`src/design/spsg_pkg.sv`:
```
// Shared constants for the servo PWM sweep generator.
package spsg_pkg;

    // Field widths of the stream words.
    localparam int unsigned CNT_W     = 16;
    localparam int unsigned SAMPLE_W  = 8;
    localparam int unsigned CHAN_W    = 3;
    localparam int unsigned PINS_W    = 8;
    localparam int unsigned IN_DATA_W  = 16;
    localparam int unsigned OUT_DATA_W = 16;

    // Configuration port geometry.
    localparam int unsigned APB_ADDR_W = 4;
    localparam int unsigned APB_DATA_W = 32;

    // Register indexes within the configuration space.
    typedef enum logic [1:0] {
        REG_PERIOD_TICKS    = 2'd0,
        REG_DUTY_HIGH_LIMIT = 2'd1,
        REG_RAMP_INTERVAL   = 2'd2,
        REG_INITIAL_DUTY    = 2'd3
    } reg_index_t;

    // Input word kinds carried on tuser.
    typedef enum logic {
        OP_TICK   = 1'b0,
        OP_SAMPLE = 1'b1
    } op_t;

    // Reset values of the registers and state.
    localparam logic [CNT_W-1:0]    PERIOD_TICKS_RST    = 16'd304;
    localparam logic [CNT_W-1:0]    DUTY_HIGH_LIMIT_RST = 16'd304;
    localparam logic [CNT_W-1:0]    RAMP_INTERVAL_RST   = 16'd10000;
    localparam logic [CNT_W-1:0]    INITIAL_DUTY_RST    = 16'd1;
    localparam logic [CNT_W-1:0]    COUNTER_RST         = 16'd1;
    localparam logic [SAMPLE_W-1:0] SAMPLE_RST          = 8'd1;

    // Division of a 16-bit value by 60: multiply by ceil(2^21 / 60), keep bits 31:21.
    // The error stays below one part in 60 for every 16-bit input, so the floor is exact.
    localparam logic [CNT_W-1:0] DIV60_RECIP = 16'd34953;
    localparam int unsigned      DIV60_SHIFT = 21;
    localparam logic [CNT_W-1:0] DUTY_MAX    = 16'hFFFF;

endpackage

```
`src/design/servo_pwm_sweep_generator_core.sv`:
```
// Multi-channel PWM generator with a slow duty ramp that sweeps one channel at a time.
//
//  Channel   Dir  Words                        Fields (low bit first)
//  s_*       in   tick or sample store         tuser: op; tdata: channel, sample
//  m_*       out  one word per tick            tdata: pwm_pins, period_start, ramp_channel
//  APB       in   four 16-bit registers        period_ticks, duty_high_limit,
//                                               ramp_interval, initial_duty
//
// A tick updates the PWM and ramp state in the cycle it is taken and writes its result into the
// output register at the same edge; a store only records its sample. One word per cycle is
// accepted as long as the output register is empty or being drained; a stall on m_* holds
// s_tready low. Sample stores produce no output word. rst_n loads the reset values of the
// registers and counters and clears the pins and the output valid.
// The longest path is the ramp step: a subtract, one 16x16 multiply and a saturating add.
module servo_pwm_sweep_generator_core #(
    parameter int unsigned CHANNELS = 8
) (
    input  logic                               clk,
    input  logic                               rst_n,
    // Input stream. tuser: op. tdata: channel [2:0], sample [10:3], zero [15:11].
    input  logic                               s_tvalid,
    output logic                               s_tready,
    input  logic                               s_tuser,
    input  logic [spsg_pkg::IN_DATA_W-1:0]     s_tdata,
    // Output stream. tdata: pwm_pins [7:0], period_start [8], ramp_channel [11:9],
    // zero [15:12].
    output logic                               m_tvalid,
    input  logic                               m_tready,
    output logic [spsg_pkg::OUT_DATA_W-1:0]    m_tdata,
    // Configuration port.
    input  logic                               psel,
    input  logic                               penable,
    input  logic                               pwrite,
    input  logic [spsg_pkg::APB_ADDR_W-1:0]    paddr,
    input  logic [spsg_pkg::APB_DATA_W-1:0]    pwdata,
    output logic [spsg_pkg::APB_DATA_W-1:0]    prdata,
    output logic                               pready
);
    import spsg_pkg::*;

    localparam int unsigned IDX_W = (CHANNELS > 1) ? $clog2(CHANNELS) : 1;
    localparam logic [IDX_W-1:0] LAST_IDX = IDX_W'(CHANNELS - 1);

    // Configuration registers.
    logic [CNT_W-1:0] period_ticks_reg;
    logic [CNT_W-1:0] duty_high_limit_reg;
    logic [CNT_W-1:0] ramp_interval_reg;
    logic [CNT_W-1:0] initial_duty_reg;

    // PWM and ramp state.
    logic [CNT_W-1:0]    period_count_reg, period_count_next;
    logic [CNT_W-1:0]    pulse_count_reg [CHANNELS];
    logic [CNT_W-1:0]    pulse_count_next [CHANNELS];
    logic [CNT_W-1:0]    duty_value_reg [CHANNELS];
    logic [CHANNELS-1:0] pin_state_reg, pin_state_next;
    logic [CNT_W-1:0]    ramp_timer_reg, ramp_timer_next;
    logic [IDX_W-1:0]    ramp_index_reg, ramp_index_next;
    logic [SAMPLE_W-1:0] latest_sample_reg [CHANNELS];

    // Output register.
    logic                  m_tvalid_reg, m_tvalid_next;
    logic [OUT_DATA_W-1:0] m_tdata_reg, m_tdata_next;

    // Handshake decode.
    logic             accept;
    logic             tick;
    logic             store;
    logic [CHAN_W-1:0]   in_channel;
    logic [SAMPLE_W-1:0] in_sample;
    logic             chan_ok;
    logic             cfg_write;
    reg_index_t       cfg_index;
    logic             duty_reload;

    // Datapath intermediates.
    logic [CNT_W-1:0]      period_dec;
    logic                  period_start;
    logic [CNT_W-1:0]      ramp_dec;
    logic                  ramp_expire;
    logic [CNT_W-1:0]      sel_duty;
    logic [SAMPLE_W-1:0]   sel_sample;
    logic [CNT_W-1:0]      sample_ext;
    logic [CNT_W-1:0]      ramp_diff;
    logic [2*CNT_W-1:0]    ramp_prod;
    logic [CNT_W-1:0]      ramp_step;
    logic [CNT_W:0]        ramp_sum;
    logic                  at_limit;
    logic [CNT_W-1:0]      new_duty;

    // The input side takes a word whenever the output register can accept a result.
    assign s_tready   = !m_tvalid_reg || m_tready;
    assign accept     = s_tvalid && s_tready;
    assign tick       = accept && (op_t'(s_tuser) == OP_TICK);
    assign store      = accept && (op_t'(s_tuser) == OP_SAMPLE);
    assign in_channel = s_tdata[CHAN_W-1:0];
    assign in_sample  = s_tdata[CHAN_W +: SAMPLE_W];
    assign chan_ok    = ({1'b0, in_channel} < (CHAN_W + 1)'(CHANNELS));

    assign m_tvalid = m_tvalid_reg;
    assign m_tdata  = m_tdata_reg;

    // Register write decode; pready is tied high.
    assign pready      = 1'b1;
    assign cfg_write   = psel && penable && pwrite;
    assign cfg_index   = reg_index_t'(paddr[3:2]);
    assign duty_reload = cfg_write && (cfg_index == REG_INITIAL_DUTY);

    // Register read-back.
    always_comb
    begin
        case (cfg_index)
            REG_PERIOD_TICKS:    prdata = APB_DATA_W'(period_ticks_reg);
            REG_DUTY_HIGH_LIMIT: prdata = APB_DATA_W'(duty_high_limit_reg);
            REG_RAMP_INTERVAL:   prdata = APB_DATA_W'(ramp_interval_reg);
            REG_INITIAL_DUTY:    prdata = APB_DATA_W'(initial_duty_reg);
            default:             prdata = '0;
        endcase
    end

    // PWM step: period countdown, then per-channel pulse countdown.
    always_comb
    begin
        period_dec   = period_count_reg - 1'b1;
        period_start = (period_dec == '0);
        if (period_start)
        begin
            period_count_next = period_ticks_reg;
            pin_state_next    = '1;
            for (int i = 0; i < CHANNELS; i++)
            begin
                pulse_count_next[i] = duty_value_reg[i];
            end
        end
        else
        begin
            period_count_next = period_dec;
            pin_state_next    = pin_state_reg;
            for (int i = 0; i < CHANNELS; i++)
            begin
                pulse_count_next[i] = pulse_count_reg[i];
                if (pin_state_reg[i])
                begin
                    pulse_count_next[i] = pulse_count_reg[i] - 1'b1;
                    if (pulse_count_next[i] == '0)
                    begin
                        pin_state_next[i] = 1'b0;
                    end
                end
            end
        end
    end

    // Ramp step on the current channel: restart from the sample or grow by a sixtieth of the span.
    always_comb
    begin
        ramp_dec    = ramp_timer_reg - 1'b1;
        ramp_expire = (ramp_dec == '0);
        sel_duty    = duty_value_reg[ramp_index_reg];
        sel_sample  = latest_sample_reg[ramp_index_reg];
        sample_ext  = CNT_W'(sel_sample);
        ramp_diff   = (duty_high_limit_reg > sample_ext) ? (duty_high_limit_reg - sample_ext) : '0;
        ramp_prod   = ramp_diff * DIV60_RECIP;
        ramp_step   = CNT_W'(ramp_prod[2*CNT_W-1:DIV60_SHIFT]);
        ramp_sum    = {1'b0, sel_duty} + {1'b0, ramp_step};
        at_limit    = (sel_duty >= duty_high_limit_reg);

        ramp_timer_next = ramp_expire ? ramp_interval_reg : ramp_dec;
        ramp_index_next = ramp_index_reg;
        if (at_limit)
        begin
            new_duty = sample_ext;
            if (ramp_expire)
            begin
                ramp_index_next = (ramp_index_reg == LAST_IDX) ? '0 : ramp_index_reg + 1'b1;
            end
        end
        else
        begin
            new_duty = ramp_sum[CNT_W] ? DUTY_MAX : ramp_sum[CNT_W-1:0];
        end
    end

    // Result word for a tick.
    always_comb
    begin
        m_tdata_next = '0;
        m_tdata_next[PINS_W-1:0]                = PINS_W'(pin_state_next);
        m_tdata_next[PINS_W]                    = period_start;
        m_tdata_next[PINS_W+1 +: CHAN_W]        = CHAN_W'(ramp_index_next);
        if (tick)
        begin
            m_tvalid_next = 1'b1;
        end
        else if (m_tready)
        begin
            m_tvalid_next = 1'b0;
        end
        else
        begin
            m_tvalid_next = m_tvalid_reg;
        end
    end

    // Configuration registers and duty values; writing initial_duty reloads every duty.
    always_ff @(posedge clk or negedge rst_n)
    begin
        if (!rst_n)
        begin
            period_ticks_reg    <= PERIOD_TICKS_RST;
            duty_high_limit_reg <= DUTY_HIGH_LIMIT_RST;
            ramp_interval_reg   <= RAMP_INTERVAL_RST;
            initial_duty_reg    <= INITIAL_DUTY_RST;
            for (int i = 0; i < CHANNELS; i++)
            begin
                duty_value_reg[i] <= INITIAL_DUTY_RST;
            end
        end
        else
        begin
            if (cfg_write)
            begin
                case (cfg_index)
                    REG_PERIOD_TICKS:    period_ticks_reg    <= pwdata[CNT_W-1:0];
                    REG_DUTY_HIGH_LIMIT: duty_high_limit_reg <= pwdata[CNT_W-1:0];
                    REG_RAMP_INTERVAL:   ramp_interval_reg   <= pwdata[CNT_W-1:0];
                    REG_INITIAL_DUTY:
                    begin
                        initial_duty_reg <= pwdata[CNT_W-1:0];
                        for (int i = 0; i < CHANNELS; i++)
                        begin
                            duty_value_reg[i] <= pwdata[CNT_W-1:0];
                        end
                    end
                    default: ;
                endcase
            end
            // A duty reload wins over a ramp step; other register writes leave it alone.
            if (tick && ramp_expire && !duty_reload)
            begin
                duty_value_reg[ramp_index_reg] <= new_duty;
            end
        end
    end

    // PWM, ramp and sample state.
    always_ff @(posedge clk or negedge rst_n)
    begin
        if (!rst_n)
        begin
            period_count_reg <= COUNTER_RST;
            pin_state_reg    <= '0;
            ramp_timer_reg   <= COUNTER_RST;
            ramp_index_reg   <= '0;
            for (int i = 0; i < CHANNELS; i++)
            begin
                pulse_count_reg[i]   <= '0;
                latest_sample_reg[i] <= SAMPLE_RST;
            end
        end
        else
        begin
            if (tick)
            begin
                period_count_reg <= period_count_next;
                pin_state_reg    <= pin_state_next;
                ramp_timer_reg   <= ramp_timer_next;
                ramp_index_reg   <= ramp_index_next;
                for (int i = 0; i < CHANNELS; i++)
                begin
                    pulse_count_reg[i] <= pulse_count_next[i];
                end
            end
            if (store && chan_ok)
            begin
                latest_sample_reg[in_channel[IDX_W-1:0]] <= in_sample;
            end
        end
    end

    // Output register: valid is control, the word itself needs no reset.
    always_ff @(posedge clk or negedge rst_n)
    begin
        if (!rst_n)
        begin
            m_tvalid_reg <= 1'b0;
        end
        else
        begin
            m_tvalid_reg <= m_tvalid_next;
        end
    end

    always_ff @(posedge clk)
    begin
        if (tick)
        begin
            m_tdata_reg <= m_tdata_next;
        end
    end

endmodule
```
`config.mk`:
```
export PLATFORM = sky130hd
export DESIGN_NAME = servo_pwm_sweep_generator_core
export DESIGN_NICKNAME = d
export VERILOG_FILES = /design/src/design/spsg_pkg.sv /design/src/design/servo_pwm_sweep_generator_core.sv
export SDC_FILE = /design/constraint.sdc
export NUM_CORES = 1
export LEC_CHECK = 0
export BUFFER_PORTS_ARGS = -buffer_cell sky130_fd_sc_hd__buf_2
export CORE_MARGIN = 5
export CORE_UTILIZATION = 25
export CTS_BUF_LIST = sky130_fd_sc_hd__clkbuf_4 sky130_fd_sc_hd__clkbuf_8
export CTS_CLUSTER_DIAMETER = 100
export CTS_CLUSTER_SIZE = 12
export DETAILED_ROUTE_END_ITERATION = 6
export SETUP_SLACK_MARGIN = 0.15
export SYNTH_ARGS = -nofsm -noshare
export SYNTH_HDL_FRONTEND = slang
export SYNTH_SLANG_ARGS = --single-unit
```
`constraint.sdc`:
```
create_clock -name clk -period 10.7 [get_ports clk]
set_clock_uncertainty 0.15 [all_clocks]
set_input_delay 0 -clock clk [delete_from_list [all_inputs] [get_ports clk]]
set_output_delay 0 -clock clk [all_outputs]
set_load 0.02 [all_outputs]
```
==> load_flow_metrics.sql <==
INSERT INTO impl_metrics (metric_group, metric, value, unit) VALUES
('synthesis', 'synth.avg_cell_area', '9.18', 'um2'),
('timing', 'tightest_slew', '1.33', 'ns'),
('layout', 'drive_above_1_share', '0.145', ''),
('power', 'combinationalPowerShare', '0.648', ''),
('setup_path', 'cpMaxStageDelayCell', 'sky130_fd_sc_hd__or4_1', ''),
('synthesis', 'syn_inst', '2999', ''),
('timing', 'report.final.hold_viol_count', '0', ''),
('timing', 'unrepaired_setup_endpoints_after_global_routing', 'no', ''),
('route', 'drtAntennaViolNets', '0', ''),
('setup_path', 'critical_path_source_type', 'flop', ''),
('floorplanning', 'start_util', '0.252', ''),
('placement', 'cell_count_after_placement', '4406', ''),
('placement', 'dp_worst_setup_slack', '0.355', 'ns'),
('layout', 'regArea', '0.0111', 'mm2'),
('setup_path', 'worst_ep_required_time', '11.03', 'ns'),
('grt', 'gr-total-overflow', '0', ''),
('synthesis', 'synth_edf_count', '12', ''),
('setup_path', 'cp.arrival', '10.36', 'ns'),
('floorplanning', 'core_area', '0.109', 'mm2'),
('power', 'sequentialPowerShare', '0.240', ''),
('power', 'p_sw', '0.00491', 'W'),
('power', 'power.switching_fraction', '0.494', ''),
('clocking', 'num_cts_buffers', '42', ''),
('placement', 'routabilityCongestion', '0.912', ''),
('synthesis', 'synth_ff_type', 'sky130_fd_sc_hd__dfrtp_1', ''),
('route', 'routed_wire_length', '90.0', 'mm'),
('grt', 'antenna_found_initial', '5', ''),
('synthesis', 'synthDistinctLibCells', '83', ''),
('run_status', 'status', 'complete, no violations', ''),
('min_path', 'holdCritPathClass', 'in -> reg', ''),
('floorplanning', 'fp.dieArea', '0.117', 'mm2'),
('job', 'max-cap-violations', '0', ''),
('route', 'average_vias_per_placed_instance', '5.25', ''),
('grt', 'global_route_wire_length_before_repair', '138', 'mm'),
('clocking', 'worst_skew_pair.late_latency', '0.65', 'ns'),
('power', 'cell_internal_pwr', '0.00504', 'W'),
('grt', 'globalRouteTotalUtil', '0.149', ''),
('floorplanning', 'die_w', '342', 'um'),
('floorplanning', 'placementRows', '121', ''),
('setup_path', 'critical_path.endpoint_type', 'flop', ''),
('clocking', 'max-clock-path-buffers', '3', ''),
('route', 'detail_route.wl_per_cell', '19.9', 'um'),
('setup_path', 'critPathMaxFanout', '9', ''),
('synthesis', 'postSynthRegisterBits', '440', ''),
('timing', 'finalCritPeriodShare', '0.937', ''),
('layout', 'fillerInstances', '11530', ''),
('placement', 'port-buffer-count', '66', ''),
('placement', 'place_hpwl', '63.6', 'mm'),
('timing', 'setup-violations-final', '0', ''),
('setup_path', 'worst_path_largest_cell_delay', '0.62', 'ns'),
('power', 'vdd.ir_drop.worst', '741', 'uV'),
('grt', 'via_count_of_the_first_global_routing_pass', '22345', ''),
('timing', 'finalCriticalPeriod', '10.03', 'ns'),
('route', 'drc', '0', ''),
('route', 'drt_iter0_markers', '2422', ''),
('layout', 'layoutNonFillerInstCount', '4530', ''),
('clocking', 'clkSlewWorstSetupHoldPaths', '0.09', 'ns'),
('route', 'drt_pre_antenna_iters', '6', ''),
('synthesis', 'seq_area_frac_synth', '0.403', ''),
('grt', 'grt_start_max_net_pins', '101', ''),
('setup_path', 'most_numerous_cell_on_the_critical_path', 'sky130_fd_sc_hd__ha_1', ''),
('setup_path', 'timing.critical_path.max_delay_family', 'compound AO/OA/AOI/OAI gates', ''),
('timing', 'timing.max_slew.rel_slack', '0.110', ''),
('timing', 'setup_total_negative_slack', '0', 'ns'),
('synthesis', 'synth_async_sr_flop_share', '0.973', ''),
('layout', 'design.final.nets', '3255', ''),
('layout', 'area_of_combinational_cells_with_multiple_inputs', '0.0152', 'mm2'),
('layout', 'post-route-cell-area', '0.0308', 'mm2'),
('layout', 'syn2layout_area_growth', '11.8', '%'),
('timing', 'postLayoutSetupSlackWorst', '0.674', 'ns'),
('power', 'leakage_power_total', '12.8', 'nW');
logic make-up (layout without fill, tap and decap cells):
group                    count (synthesis)  in the layout  share of synthesized area
XOR/XNOR                                48             48                     0.0155
adder cells (fa/ha/maj)                175            175                     0.0852
AND/OR/NAND/NOR                        841            841                      0.157
flip-flops                             440            440                      0.403
AO/OA/AOI/OAI                          993            993                      0.214
other                                    2             23                   0.000273
buffers and inverters                  341            375                     0.0516
multiplexers                           159            159                     0.0725
cell usage after synthesis (all sizes together) (14+ instances only):
| master | count | area share |
|---|---|---|
| o22ai | 15 | 0.0034 |
| mux4 | 20 | 0.016 |
| o21a | 22 | 0.0060 |
| dfstp | 30 | 0.029 |
| a21oi | 396 | 0.072 |
| xor2 | 21 | 0.0067 |
| xnor2 | 27 | 0.0089 |
| nand2 | 147 | 0.020 |
| or4 | 15 | 0.0042 |
| a211oi | 126 | 0.034 |
| nand4 | 66 | 0.015 |
| ha | 154 | 0.070 |
| nand2b | 17 | 0.0039 |
| inv | 127 | 0.017 |
| buf | 70 | 0.015 |
| nor2b | 21 | 0.0048 |
| clkbuf | 144 | 0.020 |
| dfrtp | 398 | 0.36 |
| a21o | 32 | 0.0087 |
| o21ai | 235 | 0.043 |
| nor2 | 240 | 0.034 |
| a31oi | 14 | 0.0032 |
| a22oi | 86 | 0.023 |
| fa | 21 | 0.015 |
| or3 | 16 | 0.0036 |
| mux2i | 15 | 0.0055 |
| mux2 | 124 | 0.051 |
| and2 | 19 | 0.0043 |
| and3 | 18 | 0.0041 |
| nor3 | 72 | 0.013 |
| nand3 | 105 | 0.019 |
| nor4 | 35 | 0.0098 |
worst register-to-register path, delay by kind of cell, from the launching register on:
family	cells	cell delay [ns]
AO/OA/AOI/OAI	17	3.24
AND/OR/NAND/NOR	12	3.07
adder cells (fa/ha/maj)	7	2.32
buffers and inverters	4	0.53
flip-flops	1	0.50
worst paths after layout:
path | from | endpoint | slack [ns] | depth (start not counted)
min reg2reg | initial_duty_reg[1] | initial_duty_reg[1] | 0.33 | 1
min | pwdata[1] | period_ticks_reg[1] | 0.02 | 3
max in group asynchronous | rst_n | ramp_index_reg[0] | 8.32 | 5
max | ramp_index_reg[1] | duty_value_reg[29] | 0.67 | 40
min in group asynchronous | rst_n | ramp_timer_reg[0] | 0.39 | 3
max reg2reg | ramp_index_reg[1] | duty_value_reg[29] | 0.67 | 40
routing by layer:
layer	GRT usage	vias up	routed length [um]
met2	0.225	852	39400
met1	0.218	11738	41400
met5	0	-	13
met3	0.0269	141	6800
met4	0.0406	2	2410
li1	-	11062	-
final cells by class:
type                    count  share of cell area
diodes                      2            0.000163
clock buffers              74              0.0268
clock inverters             2            0.000406
inverters                 127              0.0157
multi-input cells        2237               0.495
flip-flops and latches    440               0.361
well taps                1476              0.0600
repair buffers            172              0.0411
per-stage QoR:
| stage | util | hold WS [ns] |
|---|---|---|
| finish | 0.282 | 0.0231 |
| global route | 0.282 | 0.0144 |
| CTS | 0.281 | 0.00136 |
| detailed placement | 0.269 | 0.00215 |
| global placement | 0.269 | 0.00163 |
| floorplan | - | -0.446 |
power by group through the flow:
stage               combinational [W]  clock (W)  sequential, W
floorplan                     0.00419          0        0.00219
global route                  0.00716    0.00120        0.00241
detailed placement            0.00619          0        0.00240
CTS                           0.00626    0.00113        0.00237
finish                        0.00645    0.00112        0.00238
global placement              0.00613          0        0.00240
cell usage in the layout (no fill, tap or decap), types with 101 or more instances in the layout:
| cell type | n |
|---|---|
| sky130_fd_sc_hd__a211oi_1 | 125 |
| sky130_fd_sc_hd__ha_1 | 154 |
| sky130_fd_sc_hd__dfrtp_1 | 395 |
| sky130_fd_sc_hd__a21oi_1 | 395 |
| sky130_fd_sc_hd__mux2_2 | 124 |
| sky130_fd_sc_hd__nand2_1 | 146 |
| sky130_fd_sc_hd__inv_1 | 126 |
| sky130_fd_sc_hd__nor2_1 | 233 |
| sky130_fd_sc_hd__o21ai_0 | 230 |
| sky130_fd_sc_hd__nand3_1 | 101 |
what timing repair did:
action                                 in CTS  in global routing
setup buffers                               0                  2
hold buffers                               44                  0
setup endpoints to repair                   0                128
resized for setup                           0                 21
endpoints found under the hold margin     325                  0
(Power assumes the default switching activity.)
